## src/hdl/satd8t_pkg.sv

```systemverilog
// shared types, widths and the 8-point hadamard butterfly for the tiled satd core
package satd8t_pkg;

    // geometry and field widths
    localparam int ROWS    = 8;
    localparam int PIX_W   = 8;
    localparam int ROW_W   = 12;
    localparam int COEF_W  = 15;
    localparam int ABS_W   = 14;
    localparam int LSUM_W  = 17;
    localparam int TSUM_W  = 20;
    localparam int TOTAL_W = 24;
    localparam int CODE_W  = 2;
    localparam int RIDX_W  = 3;
    localparam int LINE_W  = ROWS * PIX_W;

    localparam logic [RIDX_W-1:0] LAST_ROW = RIDX_W'(ROWS - 1);

    // coefficient and row types
    typedef logic signed [COEF_W-1:0] coef_t;
    typedef coef_t coef_vec_t [ROWS];
    typedef logic signed [ROW_W-1:0] hrow_t;
    typedef hrow_t hrow_vec_t [ROWS];
    typedef logic [ABS_W-1:0] mag_t;
    typedef mag_t mag_vec_t [ROWS];
    typedef logic [LSUM_W-1:0] lsum_t;
    typedef lsum_t lsum_vec_t [ROWS];

    // three butterfly levels, output order matches the row store layout
    function automatic coef_vec_t hadamard8(input coef_vec_t v);
        coef_vec_t t;
        coef_vec_t u;
        coef_vec_t w;
        for (int i = 0; i < 4; i++)
        begin
            t[i]     = v[2*i] + v[2*i+1];
            t[i + 4] = v[2*i] - v[2*i+1];
        end
        for (int i = 0; i < 2; i++)
        begin
            u[i]     = t[2*i] + t[2*i+1];
            u[i + 2] = t[2*i] - t[2*i+1];
            u[i + 4] = t[4+2*i] + t[5+2*i];
            u[i + 6] = t[4+2*i] - t[5+2*i];
        end
        for (int i = 0; i < 4; i++)
        begin
            w[2*i]   = u[2*i] + u[2*i+1];
            w[2*i+1] = u[2*i] - u[2*i+1];
        end
        return w;
    endfunction

endpackage

```

## src/hdl/satd8t_merge.sv

```systemverilog
// merges lane sums into a tile value, accumulates tiles and holds the result item
module satd8t_merge
#(
    parameter int MAX_BLOCK_SIZE = 64
)
(
    input  logic                                 clk,
    input  logic                                 rst_n,
    input  logic                                 cfg_we,
    input  logic [satd8t_pkg::CODE_W-1:0]        block_size_code,
    input  logic                                 tile_vld,
    input  satd8t_pkg::lsum_vec_t                lane_sums,
    output logic                                 hold,
    output logic                                 out_valid,
    input  logic                                 out_stall,
    output logic [satd8t_pkg::TOTAL_W-1:0]       satd_total
);

    localparam int MAX_SIDE  = MAX_BLOCK_SIZE / 8;
    localparam int MAX_TILES = MAX_SIDE * MAX_SIDE;
    localparam int TILE_W    = $clog2(MAX_TILES + 1);

    logic [satd8t_pkg::CODE_W-1:0]  code_reg;
    logic                           tsum_vld_reg;
    logic                           tsum_vld_next;
    logic [satd8t_pkg::TSUM_W-1:0]  tsum_reg;
    logic [satd8t_pkg::TSUM_W-1:0]  tsum_next;
    logic [TILE_W-1:0]              tile_idx_reg;
    logic [TILE_W-1:0]              tile_idx_next;
    logic [TILE_W-1:0]              tile_inc;
    logic [satd8t_pkg::TOTAL_W-1:0] run_reg;
    logic [satd8t_pkg::TOTAL_W-1:0] run_next;
    logic [satd8t_pkg::TOTAL_W-1:0] total_sum;
    logic [satd8t_pkg::TSUM_W:0]    rounded;
    logic                           last_tile;
    logic                           adv;
    logic                           emit;
    logic                           out_vld_reg;
    logic                           out_vld_next;
    logic [satd8t_pkg::TOTAL_W-1:0] out_data_reg;

    // tiles per block for a size code, clamped to the largest block
    function automatic logic [TILE_W-1:0] tile_count(input logic [satd8t_pkg::CODE_W-1:0] code);
        int size;
        int side;
        size = 8 << code;
        if (size > MAX_BLOCK_SIZE)
        begin
            size = MAX_BLOCK_SIZE;
        end
        side = size >> 3;
        if (side == 0)
        begin
            side = 1;
        end
        return TILE_W'(side * side);
    endfunction

    // adder tree over the lane sums
    always_comb
    begin
        tsum_next = '0;
        for (int i = 0; i < satd8t_pkg::ROWS; i++)
        begin
            tsum_next = tsum_next + satd8t_pkg::TSUM_W'(lane_sums[i]);
        end
    end

    // rounding, accumulation and end-of-block decision
    always_comb
    begin
        rounded   = (satd8t_pkg::TSUM_W+1)'(tsum_reg) + (satd8t_pkg::TSUM_W+1)'(2);
        total_sum = run_reg + satd8t_pkg::TOTAL_W'(rounded >> 2);
        tile_inc  = tile_idx_reg + TILE_W'(1);
        last_tile = tile_inc >= tile_count(code_reg);
        emit      = tsum_vld_reg && last_tile;
        hold      = emit && out_vld_reg && out_stall;
        adv       = !hold;
    end

    // next state of the control registers
    always_comb
    begin
        tsum_vld_next = adv ? tile_vld : tsum_vld_reg;
        tile_idx_next = tile_idx_reg;
        run_next      = run_reg;
        if (adv && tsum_vld_reg)
        begin
            if (last_tile)
            begin
                tile_idx_next = '0;
                run_next      = '0;
            end
            else
            begin
                tile_idx_next = tile_inc;
                run_next      = total_sum;
            end
        end
        if (adv && emit)
        begin
            out_vld_next = 1'b1;
        end
        else if (out_vld_reg && !out_stall)
        begin
            out_vld_next = 1'b0;
        end
        else
        begin
            out_vld_next = out_vld_reg;
        end
    end

    // control registers
    always_ff @(posedge clk or negedge rst_n)
    begin
        if (!rst_n)
        begin
            code_reg     <= '0;
            tsum_vld_reg <= 1'b0;
            tile_idx_reg <= '0;
            run_reg      <= '0;
            out_vld_reg  <= 1'b0;
        end
        else
        begin
            if (cfg_we)
            begin
                code_reg <= block_size_code;
            end
            tsum_vld_reg <= tsum_vld_next;
            tile_idx_reg <= tile_idx_next;
            run_reg      <= run_next;
            out_vld_reg  <= out_vld_next;
        end
    end

    // payload registers
    always_ff @(posedge clk)
    begin
        if (adv && tile_vld)
        begin
            tsum_reg <= tsum_next;
        end
        if (adv && emit)
        begin
            out_data_reg <= total_sum;
        end
    end

    assign out_valid  = out_vld_reg;
    assign satd_total = out_data_reg;

    // a new result item always comes from a finished tile
    a_emit_from_tile: assert property (@(posedge clk) disable iff (!rst_n)
        $rose(out_vld_reg) |-> $past(tsum_vld_reg))
        else $error("result item without a finished tile");

    // a delivered block leaves the accumulator cleared
    a_emit_clears: assert property (@(posedge clk) disable iff (!rst_n)
        $rose(out_vld_reg) |-> (tile_idx_reg == '0) && (run_reg == '0))
        else $error("accumulator not cleared after result item");

endmodule

```

## config.mk

```make
export PLATFORM = sky130hd
export DESIGN_NAME = satd8t_merge
export DESIGN_NICKNAME = d
export VERILOG_FILES = /design/src/hdl/satd8t_pkg.sv /design/src/hdl/satd8t_merge.sv
export SDC_FILE = /design/constraint.sdc
export NUM_CORES = 1
export LEC_CHECK = 0
export ABC_AREA = 1
export BUFFER_PORTS_ARGS = -buffer_cell sky130_fd_sc_hd__buf_2
export CAP_MARGIN = 40
export CORE_MARGIN = 4
export CORE_UTILIZATION = 55
export DETAILED_ROUTE_END_ITERATION = 8
export PLACE_DENSITY = 0.8
export SETUP_SLACK_MARGIN = 0.3
export SKIP_CTS_REPAIR_TIMING = 1
export SLEW_MARGIN = 20
export SYNTH_ARGS = -nofsm -noshare
export SYNTH_HDL_FRONTEND = slang
export SYNTH_SLANG_ARGS = --single-unit
```

## constraint.sdc

```tcl
create_clock -name clk -period 4.5 [get_ports clk]
set_input_delay 0.9 -clock clk [delete_from_list [all_inputs] [get_ports clk]]
set_output_delay 0.9 -clock clk [all_outputs]
set_load 0.05 [all_outputs]
```

Word level (Yosys, flattened, before mapping)
Index checks and enable logic that the tools add are counted.
{ "word_totals": {"regBits": 79, "inputBits": 143, "elab_cells": 38} }
{ "op_classes": {"n_mul": 1, "n_shift": 1, "n_reduce_logical": 11, "addsub": 10, "n_mux": 6, "magnitude_cmp": 2} }
{ "op_table": {"columns": ["cell", "count"], "rows": [
  ["20-bit by 17-bit adder with 20-bit output", 4],
  ["32-bit by 8-bit greater-than comparator with 1-bit output, second input constant", 1],
  ["32-bit zero test", 1],
  ["32-bit by 32-bit multiplier with 7-bit output", 1],
  ["32-bit 2-to-1 mux", 1],
  ["4-bit by 2-bit << shifter with 32-bit output, first input constant", 1],
  ["29-bit 2-to-1 mux", 1],
  ["24-bit by 19-bit adder with 24-bit output", 1],
  ["24-bit 2-to-1 mux", 1],
  ["20-bit by 2-bit adder with 21-bit output, second input constant", 1],
  ["19-bit by 17-bit adder with 20-bit output", 1],
  ["18-bit by 17-bit adder with 19-bit output", 1],
  ["17-bit by 17-bit adder with 18-bit output", 1],
  ["7-bit by 1-bit adder with 7-bit output, second input constant", 1],
  ["7-bit greater-or-equal comparator", 1],
  ["1-bit logical AND", 7],
  ["7-bit 2-to-1 mux", 1],
  ["1-bit zero test", 2],
  ["1-bit 2-to-1 mux", 2],
  ["2-bit nonzero test", 1]
]} }

Depth between registers and ports, before layout
Gate-level depths: netlist (run 1).
{ "depth": {"ltp_word": 13, "mapped_depth": 19} }

Worst setup path before layout (run 1)
OpenSTA, ideal clock, no wires.
{ "synth_timing": {"kind": "input to register", "startpoint": "input port lane_sums[2] (netlist bit)", "endpoint": "register tsum_reg[12] (netlist bit) (data pin)", "slack_ns": -0.115, "path_stages": 17, "t_arrival_ns": 4.357, "path_buffers": 0, "setup_ns": 0.259, "path_cell_list": "inv_1 fa_1 inv_1 fa_1 fa_1 inv_1 fa_1 inv_1 ha_1 fa_1 nand3_1 nand2_1 nand2_1 nand3_1 nand2_1 nand2_1 xor2_1"} }
{ "synth_via": {"elab_chain_cells": 1} }
{ "synth_rtl": {"columns": ["element", "line_no", "source"], "rows": [
  ["from (decl)", "satd8t_merge.sv:12", "input satd8t_pkg::lsum_vec_t lane_sums,"],
  ["20-bit by 17-bit adder with 20-bit output", "satd8t_merge.sv:65", "tsum_next = tsum_next + satd8t_pkg::TSUM_W'(lane_sums[i]);"],
  ["via tsum_next, one bit", "satd8t_merge.sv:27", "logic [satd8t_pkg::TSUM_W-1:0] tsum_next;"],
  ["to (signal assigned)", "satd8t_merge.sv:143", "tsum_reg <= tsum_next;"],
  ["to (decl)", "satd8t_merge.sv:26", "logic [satd8t_pkg::TSUM_W-1:0] tsum_reg;"]
]} }
The timed path passes the listed nets, and every way through them passes these cells.
A chain may end at the register's enable or synchronous reset.

Final worst setup path (run 1)
{ "layout_timing": {"startpoint": "input port lane_sums[36] (netlist bit)", "endpoint": "register tsum_reg[16] (netlist bit) (data pin)"} }
{ "layout_via": {"elab_chain_cells": 3} }
{ "layout_rtl": {"columns": ["element", "line_no"], "rows": [
  ["20-bit by 17-bit adder with 20-bit output (3 in series)", "satd8t_merge.sv:65"],
  ["via tsum_next, one bit", "satd8t_merge.sv:27"]
]} }
The timed path passes the listed nets, and every way through them passes these cells.

==> summary.txt, run 1 <==
Outcome
  • Status: completed

Drt
  • Routed WL per cell: 11.65 µm
  • First DRT Iteration DRCs: 317
  • Residual DRC count: 0
  • Pre-antenna DRT Iters: 5
  • Via count: 7156
  • Routed WL: 17730 µm
  • DRT antenna net count: 0
  • Detail-routed via count per cell: 4.705

Synthesis
  • Commonest cells post-synth: inv_1, nand2_1, fa_1
  • Yosys warns: 0
  • Dominant cells by area after synthesis: fa_1, edfxtp_1, inv_1
  • Leading area contributor after synthesis: fa_1
  • Yosys cell types: 33
  • Synth async-reset ratio: 44.87%
  • Avg Cell Area, Syn: 7.813 µm²
  • Top-area cell type share of the netlist area: between 20% and 30%
  • Ys flop type: edfxtp_1
  • #FFs+latches synth: 78
  • Cells after Synth: between 1000 and 1500
  • EDFF count, synth: 43
  • Register area share after synthesis: ~25%
  • Mapped Area: around 8700 µm²
  • Top-count cell post-synth: inv_1

GRT
  • Initial antenna violation count: 0
  • All-Layer GR Usage: between 20 and 25%
  • GRT overflow: 0
  • First-pass GRT wire length: 30480 µm
  • Largest net degree at the start of global routing: 32
  • Vias in the first global route: 7349

Floorplan
  • Die Ht: about 130 µm
  • Initial core utilization: between 50 and 60%
  • I/O pin total: 169
  • Die X: 133.7 µm
  • Die Area: 17870 µm²
  • Row cnt: 45
  • Core Area: 15310 µm²

Power
  • Standby leakage power: 5.953 nW
  • Clk pwr share: 9.4%
  • Sequential cell fraction of total power: between 10% and 20%
  • P_int: between 0.004 and 0.005 W
  • Logic gate share of total power: about three quarters
  • Final Power: 0.008847 W
  • Sw frac: between 40 and 50%
  • Pwr dens: 841.5 nW/µm²
  • VDD IR max: 406.8 µV
  • Psw: 0.004335 W

Timing
  • Fin crit share: 94.89%
  • Layout Skew: 7.464 ps
  • WHS: 384.7 ps
  • RSZ-0062 raised after global routing: yes
  • Measured slew at the worst slew-check pin: ~670 ps
  • Final Setup Violations: 0
  • Worst relative slew slack: 55.24%
  • Final Hold Fails: 0
  • Fin. max-slew vios: 0
  • Final setup margin: 230.1 ps
  • Period minus WS final: 4270 ps
  • Peak Freq: 234.2 MHz

Worst setup path
  • CP Buf/Inv Count: 5
  • Critical path arrival: 4370 ps
  • CP Class: primary input to register
  • CP Max Fanout: 3
  • CP Capture Type: register
  • Startpoint types: primary input
  • Critical path's slowest cell: fa_1
  • Cell Chain, Critical Path: buf_8 -> inv_4 -> fa_1 -> inv_2 -> fa_1 -> fa_1 -> inv_2 -> fa_1 -> inv_2 -> ha_4 -> fa_2 -> nand3_2 -> nand2_2 -> a21o_1 -> nand4_1 -> nand2_1 -> nand2_1 -> nand2_1
  • Worst EP required: 4600 ps
  • Critical path's largest stage delay: about 540 ps
  • Worst path most repeated cell: fa_1
  • Delay-heaviest family, CP: adder cells

Clock tree
  • Reg clk slew, reported paths: 60 ps
  • CTS tree: yes
  • Clk_lat worst skew: 350 ps
  • TritonCTS Buffers: 9
  • Htree depth: 3
  • CTS root buf: clkbuf_16
  • Longest Clk Path Bufs: 2
  • Sink Count: between 70 and 80

Placement
  • I/O Buffers: 168
  • Placer's final routability congestion estimate: 0.8842
  • Placed cell area: 10060 µm²
  • Pre-CTS setup slack: -126.9 ps
  • Hpwl dp: 15020 µm

Worst hold path
  • Hold WC Path Type: primary input to asynchronous set/reset pin

Cells and area
  • Post-route cell area: approximately 11000 µm²
  • Antenna cells: 0
  • Fin util: approximately two thirds
  • NumNets Final: between 1500 and 2000
  • Layout cells sized above 1: 20.00%
  • Area Overhead vs Synth: 21.01%

Flow run
  • Max-cap viol count: 0
[placed cells by master (no fill, tap or decap), drive strengths merged, types with 3 or more instances in the layout]
cell type and count:
o21ai 10, clkbuf 10, and2 14, edfxtp 43, nor2 61, xnor2 7, nor3 10, a21o 3
fa 102, nand4 12, nand2 299, ha 50, a21oi 26, nand3b 11, nand3 55, xor2 31
buf 184, dfrtp 35, conb 6, inv 324, bufinv 3
[cells by family (layout without fill, tap and decap cells)]
| kind of cell | Yosys count | in the layout | share of synthesized area, % |
|---|---|---|---|
| flops | 78 | 78 | 24.94 |
| compound gates | 44 | 44 | 2.808 |
| simple gates | 467 | 467 | 22.94 |
| fa+ha+maj | 152 | 152 | 30.70 |
| mux | 1 | 1 | 0.1296 |
| other cells | 2 | 6 | 0.08644 |
| xor+xnor | 38 | 38 | 3.831 |
| buf+inv | 330 | 524 | 14.56 |
[layout make-up]
type                       instances  area [µm²]
inverter                         324        1234
tap                              211       264.0
clock buffer                      10       229.0
multi-input combinational        708        5507
fill                            1298        4801
sequential                        78        2167
clock inverter                     6       111.4
timing repair buffer             184        1002
[metrics by stage]
step | TNS (ps) | std cells
final | 0 | 1521
after global routing | 0 | 1521
after CTS | 0 | 1517
after detailed placement | -631.8 | 1501
after global placement | -294.2 | 1500
after floorplan | 0 | 1116
[per-layer routing]
layer	part of all wire (%)	track usage (%)	wire length, µm	up-vias
li1	-	-	-	3656
met2	54	39.28	9510	157
met1	41	24.16	7239	3319
met3	3.9	3.021	692	24
met4	1.6	5.943	282	0
met5	0	0	0	-
[power by group through the flow]
stage	registers (W)	clock network (W)	logic, W
final	0.00154	0.000828	0.00647
after global routing	0.00158	0.000867	0.00735
after CTS	0.00154	0.000838	0.00617
after detailed placement	0.00155	0	0.00614
after global placement	0.00154	0	0.00600
after floorplan	0.00178	0	0.00448
[worst paths after layout]
kind                                         from                        to  slack (ps)  cells past startpoint
setup / recovery                    lane_sums[36]    tsum_reg[16]$_DFFE_PP_         230                     18
hold / removal                              rst_n   code_reg[1]$_DFFE_PN0P_         380                      1
setup reg to reg            tsum_reg[1]$_DFFE_PP_  satd_total[19]$_DFFE_PP_        1270                     15
hold reg to reg            run_reg[8]$_DFFE_PN0P_    run_reg[8]$_DFFE_PN0P_         490                      2
max in group asynchronous                   rst_n   run_reg[13]$_DFFE_PN0P_        3700                      2
min in group clk           run_reg[8]$_DFFE_PN0P_    run_reg[8]$_DFFE_PN0P_         490                      2
(Power assumes the default switching activity.)
==> run 2: changes to the inputs <==
Settings changed: MAX_ROUTING_LAYER set to met4.
Clock period 4.5 ns to 4.34 ns, I/O delays scaled along.
==> run 2 against run 1 <==
- worst hold slack better by 86 ps
- global-route usage is 0.078 points lower
- sequential power is 3% higher
- via count fell by 0.20%
- final cell count grew 1.3%
- utilization rose by 1.5 points
- clock skew shrank 1.0 ps
==> summary.txt, run 2 (same netlist as run 1, synthesis figures left out) <==
Worst setup path
  • Critical path arrival: 4200 ps (-170 ps)
  • Worst EP required: 4440 ps (-160 ps)
  • CP Capture Type: register
  • Startpoint types: primary input
  • CP Max Fanout: 3 (unchanged)
  • CP Class: primary input to register
  • R2R depth: 15 (unchanged)

Floorplan
  • Die Ht: 133.7 µm (unchanged)
  • Die X: 133.7 µm (unchanged)
  • Row cnt: 45 (unchanged)
  • Core Area: 15310 µm² (unchanged)
  • Die Area: 17870 µm² (unchanged)
  • Initial core utilization: 56.73% (unchanged)
  • I/O pin total: 169 (unchanged)

Clock tree
  • Sink Count: 78 (unchanged)
  • CTS root buf: clkbuf_16
  • Htree depth: 3 (unchanged)
  • Clk_lat worst skew: 340 ps (about the same)
  • CTS tree: yes
  • TritonCTS Buffers: 9 (unchanged)
  • Reg clk slew, reported paths: 60 ps (about the same)
  • Longest Clk Path Bufs: 2 (unchanged)

Timing
  • RSZ-0062 raised after global routing: yes
  • Fin. max-slew vios: 0 (unchanged)
  • Peak Freq: 243.6 MHz
  • Final setup TNS: 0 ps (unchanged)
  • Layout Skew: 6.457 ps (-1.007 ps)
  • Final Setup Violations: 0 (unchanged)
  • Final Hold Fails: 0 (unchanged)
  • Measured slew at the worst slew-check pin: 670.6 ps (+0.04238 ps)
  • Worst relative slew slack: 55.24% (about the same)
  • WHS: 470.7 ps (+85.93 ps)
  • Fin crit share: between 90% and 100%
  • Period minus WS final: roughly 4100 ps

Drt
  • Detail-routed via count per cell: 4.635 (-1.5%)
  • Routed WL: 17310 µm (-2.4%)
  • Via count: 7142 (-0.20%)
  • Residual DRC count: 0 (unchanged)
  • Pre-antenna DRT Iters: 5 (unchanged)
  • DRT antenna net count: 0 (unchanged)
  • First DRT Iteration DRCs: 302 (-4.7%)
  • Routed WL per cell: 11.23 µm (-3.6%)

GRT
  • First-pass GRT wire length: 29620 µm (-2.8%)
  • Vias in the first global route: 7171 (-2.4%)
  • All-Layer GR Usage: 20.60% (-0.078 points)
  • Largest net degree at the start of global routing: 36 (+13%)
  • GRT overflow: 0 (unchanged)
  • Initial antenna violation count: 0 (unchanged)

Placement
  • Hpwl dp: 14700 µm (-2.1%)
  • I/O Buffers: 168 (unchanged)
  • Placer's final routability congestion estimate: 0.9170 (+3.7%)

Flow run
  • Max-cap viol count: 0 (unchanged)

Cells and area
  • Layout cells sized above 1: 23.08% (+3.1 points)
  • Antenna cells: 0 (unchanged)
  • Area Overhead vs Synth: 23.65%
  • Commonest non-fill, non-tap cell in the layout: inv_1
  • NumNets Final: 1620 (+1.3%)
  • Most frequent cells in the layout: inv_1, nand2_1, buf_2, fa_1, nor2_1

Power
  • VDD IR max: 441.7 µV (+8.6%)
  • Standby leakage power: 6.055 nW (+1.7%)
  • Pwr dens: 903.4 nW/µm² (+7.4%)

Worst hold path
  • Hold WC Path Type: primary input to asynchronous set/reset pin

Outcome
  • Status: completed
==> run 2: cell types whose count changed in the layout (fill, tap and decap cells not counted), sizes merged <==
cell	change
inv	+1
bufinv	-1
clkinv	-1
clkbuf	+1
buf	+20
==> run 2: path summary, 6_finish.rpt <==
path / start / end / slack, ps
worst min register to register: run_reg[13]$_DFFE_PN0P_ / run_reg[13]$_DFFE_PN0P_ / 480
worst min-delay path: rst_n / code_reg[1]$_DFFE_PN0P_ / 470
worst max-delay path: lane_sums[2] / tsum_reg[12]$_DFFE_PP_ / 240
worst max register to register: tsum_reg[1]$_DFFE_PP_ / satd_total[19]$_DFFE_PP_ / 1130
max in group asynchronous: rst_n / run_reg[21]$_DFFE_PN0P_ / 3420
min in group clk: run_reg[13]$_DFFE_PN0P_ / run_reg[13]$_DFFE_PN0P_ / 480
==> run 2: metrics by stage <==
| step | std cells | instance area [µm²] | util (%) | total power, W | worst slack (ps) |
|---|---|---|---|---|---|
| 2_1_floorplan | 1116 | 8902 | - | 0.006513 | 30.92 |
| 3_3_place_gp | 1518 | 10180 | 66.46 | 0.008219 | -220.1 |
| 3_5_place_dp | 1518 | 10180 | 66.46 | 0.008375 | -261.0 |
| 4_1_cts | 1534 | 10500 | 68.58 | 0.009228 | 99.80 |
| 5_1_grt | 1541 | 10740 | 70.15 | 0.01074 | 91.36 |
| 6_report | 1541 | 10740 | 70.15 | 0.009705 | 235.6 |
==> run 2: per-layer routing <==
layer / global-route usage [%] / part of all wire (%) / wire length (µm) / vias up
met4: 5.257 / 1.3 / 219 / 0
met5: - / 0 / 0 / -
li1: - / - / - / 3694
met3: 2.417 / 4.3 / 752 / 18
met1: 23.88 / 40 / 6998 / 3286
met2: 38.04 / 54 / 9335 / 144
==> run 2: layout make-up <==
cell class                 count  area (µm²)
clock buffer                  11       242.7
fill                        1233        4572
sequential                    78        2167
multi-input combinational    708        5564
inverter                     324        1234
tap                          211       264.0
clock inverter                 5       81.33
timing repair buffer         204        1190
==> run 2: power by group <==
part | internal (W) | switching (W) | total, W
logic | 0.00313 | 0.00417 | 0.00730
registers | 0.00140 | 0.000193 | 0.00159
clock network | 0.000520 | 0.000293 | 0.000813
total | 0.00505 | 0.00465 | 0.00970
==> run 2: critical path, stage by stage <==
cell and delay, ps:
buf_6 70, inv_2 30, fa_1 540, inv_2 40
fa_1 480, fa_1 490, inv_1 50, fa_1 470
inv_1 40, ha_2 180, fa_2 350, nand3_2 70
nand2_2 70, nand2_2 70, nand3_2 90, nand2_2 100
nand2_2 60, xor2_1 140
==> run 3: changes to the inputs <==
Settings changed: CTS_BUF_LIST set to sky130_fd_sc_hd__clkbuf_8, SETUP_SLACK_MARGIN 0.3 to not set.
==> run 3 against run 2 <==
- clock power fell by 28%
- count of clock-buffer cells in the layout fell by 2
- first-iteration DRC count fell by 5.3%
- non-clock buffer count fell by 3
- clock skew rose by 1.5 ps
- via count fell by 0.22%
- final cell count fell by 0.19%
- critical path depth did not move
- global-route usage rose by 0.53 points
- sequential share of layout area rose by 0.74 points
- combinational power fell by 8.2%
- sequential cell count did not move
- critical path type unchanged
==> summary.txt, run 3 (same netlist as run 1, synthesis figures left out) <==
Timing
  • WHS: 338.2 ps (-132.5 ps)
  • Period minus WS final: 4170 ps (+65.87 ps)
  • Final Hold Fails: 0 (unchanged)
  • RSZ-0062 raised after global routing: yes
  • Layout Skew: 7.972 ps (+1.515 ps)
  • Measured slew at the worst slew-check pin: 700.2 ps (+29.59 ps)
  • Peak Freq: 239.8 MHz (-1.6%)
  • Fin. max-slew vios: 0 (unchanged)
  • Worst relative slew slack: 53.27% (-2.0 points)
  • Final Setup Violations: 0 (unchanged)
  • Final setup TNS: 0 ps (unchanged)
  • Fin crit share: 96.09% (+1.5 points)
  • Final setup margin: 169.7 ps (-65.87 ps)

GRT
  • First-pass GRT wire length: 30340 µm (+2.4%)
  • Largest net degree at the start of global routing: 32 (-11%)
  • All-Layer GR Usage: 21.13% (+0.53 points)
  • Vias in the first global route: 7244 (+1.0%)
  • GRT overflow: 0 (unchanged)
  • Initial antenna violation count: 0 (unchanged)

Floorplan
  • I/O pin total: 169 (unchanged)
  • Die X: 133.7 µm (unchanged)
  • Row cnt: 45 (unchanged)
  • Die Ht: 133.7 µm (unchanged)
  • Die Area: 17870 µm² (unchanged)
  • Core Area: 15310 µm² (unchanged)
  • Initial core utilization: 56.73% (unchanged)

Power
  • VDD IR max: 376.6 µV (-15%)
  • Sequential cell fraction of total power: 17.9% (+1.5 points)
  • Psw: 0.004350 W (-6.6%)
  • Sw frac: 48.96% (+0.99 points)
  • Clk pwr share: 6.6% (-1.8 points)
  • Pwr dens: 857.2 nW/µm² (-5.1%)
  • Logic gate share of total power: 75.5% (+0.3 points)
  • Standby leakage power: 5.968 nW (-1.4%)
  • P_int: 0.004534 W (-10%)

Clock tree
  • Htree depth: 3 (unchanged)
  • CTS root buf: clkbuf_8
  • Sink Count: 78 (unchanged)
  • Reg clk slew, reported paths: 80 ps (+20 ps)
  • CTS tree: yes
  • Longest Clk Path Bufs: 2 (unchanged)
  • TritonCTS Buffers: 9 (unchanged)
  • Clk_lat worst skew: 360 ps (+20 ps)

Worst setup path
  • CP Max Fanout: 3 (unchanged)
  • Worst EP required: 4460 ps (+20 ps)
  • CP Class: primary input to register
  • Critical path's slowest cell: fa_1
  • Startpoint types: primary input
  • CP Capture Type: register
  • Critical path's largest stage delay: 520 ps (-20 ps)
  • Cell Chain, Critical Path: buf_2 -> inv_1 -> fa_1 -> inv_1 -> fa_1 -> fa_1 -> inv_1 -> fa_1 -> inv_1 -> ha_2 -> fa_2 -> nand3_2 -> nand2_2 -> nand2_2 -> nand3_2 -> nand2_1 -> nand2_1 -> xor2_1
  • Critical path arrival: 4290 ps (+90 ps)

Drt
  • Residual DRC count: 0 (unchanged)
  • DRT antenna net count: 0 (unchanged)
  • Pre-antenna DRT Iters: 5 (unchanged)
  • Via count: 7126 (-0.22%)
  • Routed WL: 17150 µm (-0.90%)
  • First DRT Iteration DRCs: 286 (-5.3%)
  • Routed WL per cell: 11.15 µm (-0.70%)
  • Detail-routed via count per cell: 4.633 (about the same)

Cells and area
  • Most frequent cells in the layout: inv_1, nand2_1, buf_2, fa_1, nor2_1
  • Antenna cells: 0 (unchanged)
  • Layout cells sized above 1: 19.44% (-3.6 points)
  • Commonest non-fill, non-tap cell in the layout: inv_1
  • NumNets Final: 1617 (-0.19%)
  • Finished Layout Cells: 1538 (-0.19%)
  • Area Overhead vs Synth: 19.28%

Placement
  • Hpwl dp: 14990 µm (+1.9%)
  • I/O Buffers: 168 (unchanged)
  • Pre-CTS setup slack: -263.8 ps (-2.803 ps)
  • Placer's final routability congestion estimate: 0.9007 (-1.8%)
  • Post-placement cell count: 1521 (+0.20%)

Worst hold path
  • Hold WC Path Type: primary input to asynchronous set/reset pin

Outcome
  • Status: completed

Flow run
  • Max-cap viol count: 0 (unchanged)
## run 3: worst max-delay path: cells and delay by family
kind,cells,cell delay [ps]
xor+xnor,1,130
fa+ha+maj,6,2530
buf+inv,5,250
simple gates,6,470
## run 3: through the flow
stage / power (W) / instance area [µm²] / utilization [%]
2_1_floorplan: 0.006250 / 8797 / -
3_3_place_gp: 0.008039 / 10090 / 65.87
3_5_place_dp: 0.008200 / 10110 / 66.00
4_1_cts: 0.008810 / 10320 / 67.40
5_1_grt: 0.009951 / 10360 / 67.67
6_report: 0.008884 / 10360 / 67.67
## run 3: final timing paths
check | start | end | slack, ps | cells past startpoint
min reg2reg | run_reg[8]$_DFFE_PN0P_ | run_reg[8]$_DFFE_PN0P_ | 490 | 2
max reg2reg | tsum_reg[1]$_DFFE_PP_ | satd_total[19]$_DFFE_PP_ | 1090 | 15
min in group clk | run_reg[8]$_DFFE_PN0P_ | run_reg[8]$_DFFE_PN0P_ | 490 | 2
max in group asynchronous | rst_n | run_reg[22]$_DFFE_PN0P_ | 3580 | 2
max | lane_sums[53] | tsum_reg[18]$_DFFE_PP_ | 170 | 18
min | rst_n | code_reg[1]$_DFFE_PN0P_ | 340 | 1
## run 3: power by group through the flow
stage | Combinational (W) | Sequential (W) | Clock [W]
2_1_floorplan | 0.00440 | 0.00185 | 0
5_1_grt | 0.00769 | 0.00163 | 0.000626
3_5_place_dp | 0.00659 | 0.00161 | 0
6_report | 0.00670 | 0.00159 | 0.000587
3_3_place_gp | 0.00644 | 0.00160 | 0
4_1_cts | 0.00662 | 0.00159 | 0.000594
## run 3: routing by layer
layer	vias up	wire [µm]	track usage, %
li1	3683	-	-
met1	3266	7263	24.80
met2	158	8916	38.60
met3	19	668	2.757
met4	0	303	5.086
met5	-	0	-
## run 3: layout make-up
cell class / instances / area (µm²)
Multi-Input combinational cell: 708 / 5401
Timing Repair Buffer: 201 / 1101
Clock buffer: 9 / 123.9
Fill cell: 1333 / 4951
Inverter: 324 / 1216
Sequential cell: 78 / 2167
Tap cell: 211 / 264.0
Clock inverter: 7 / 90.09
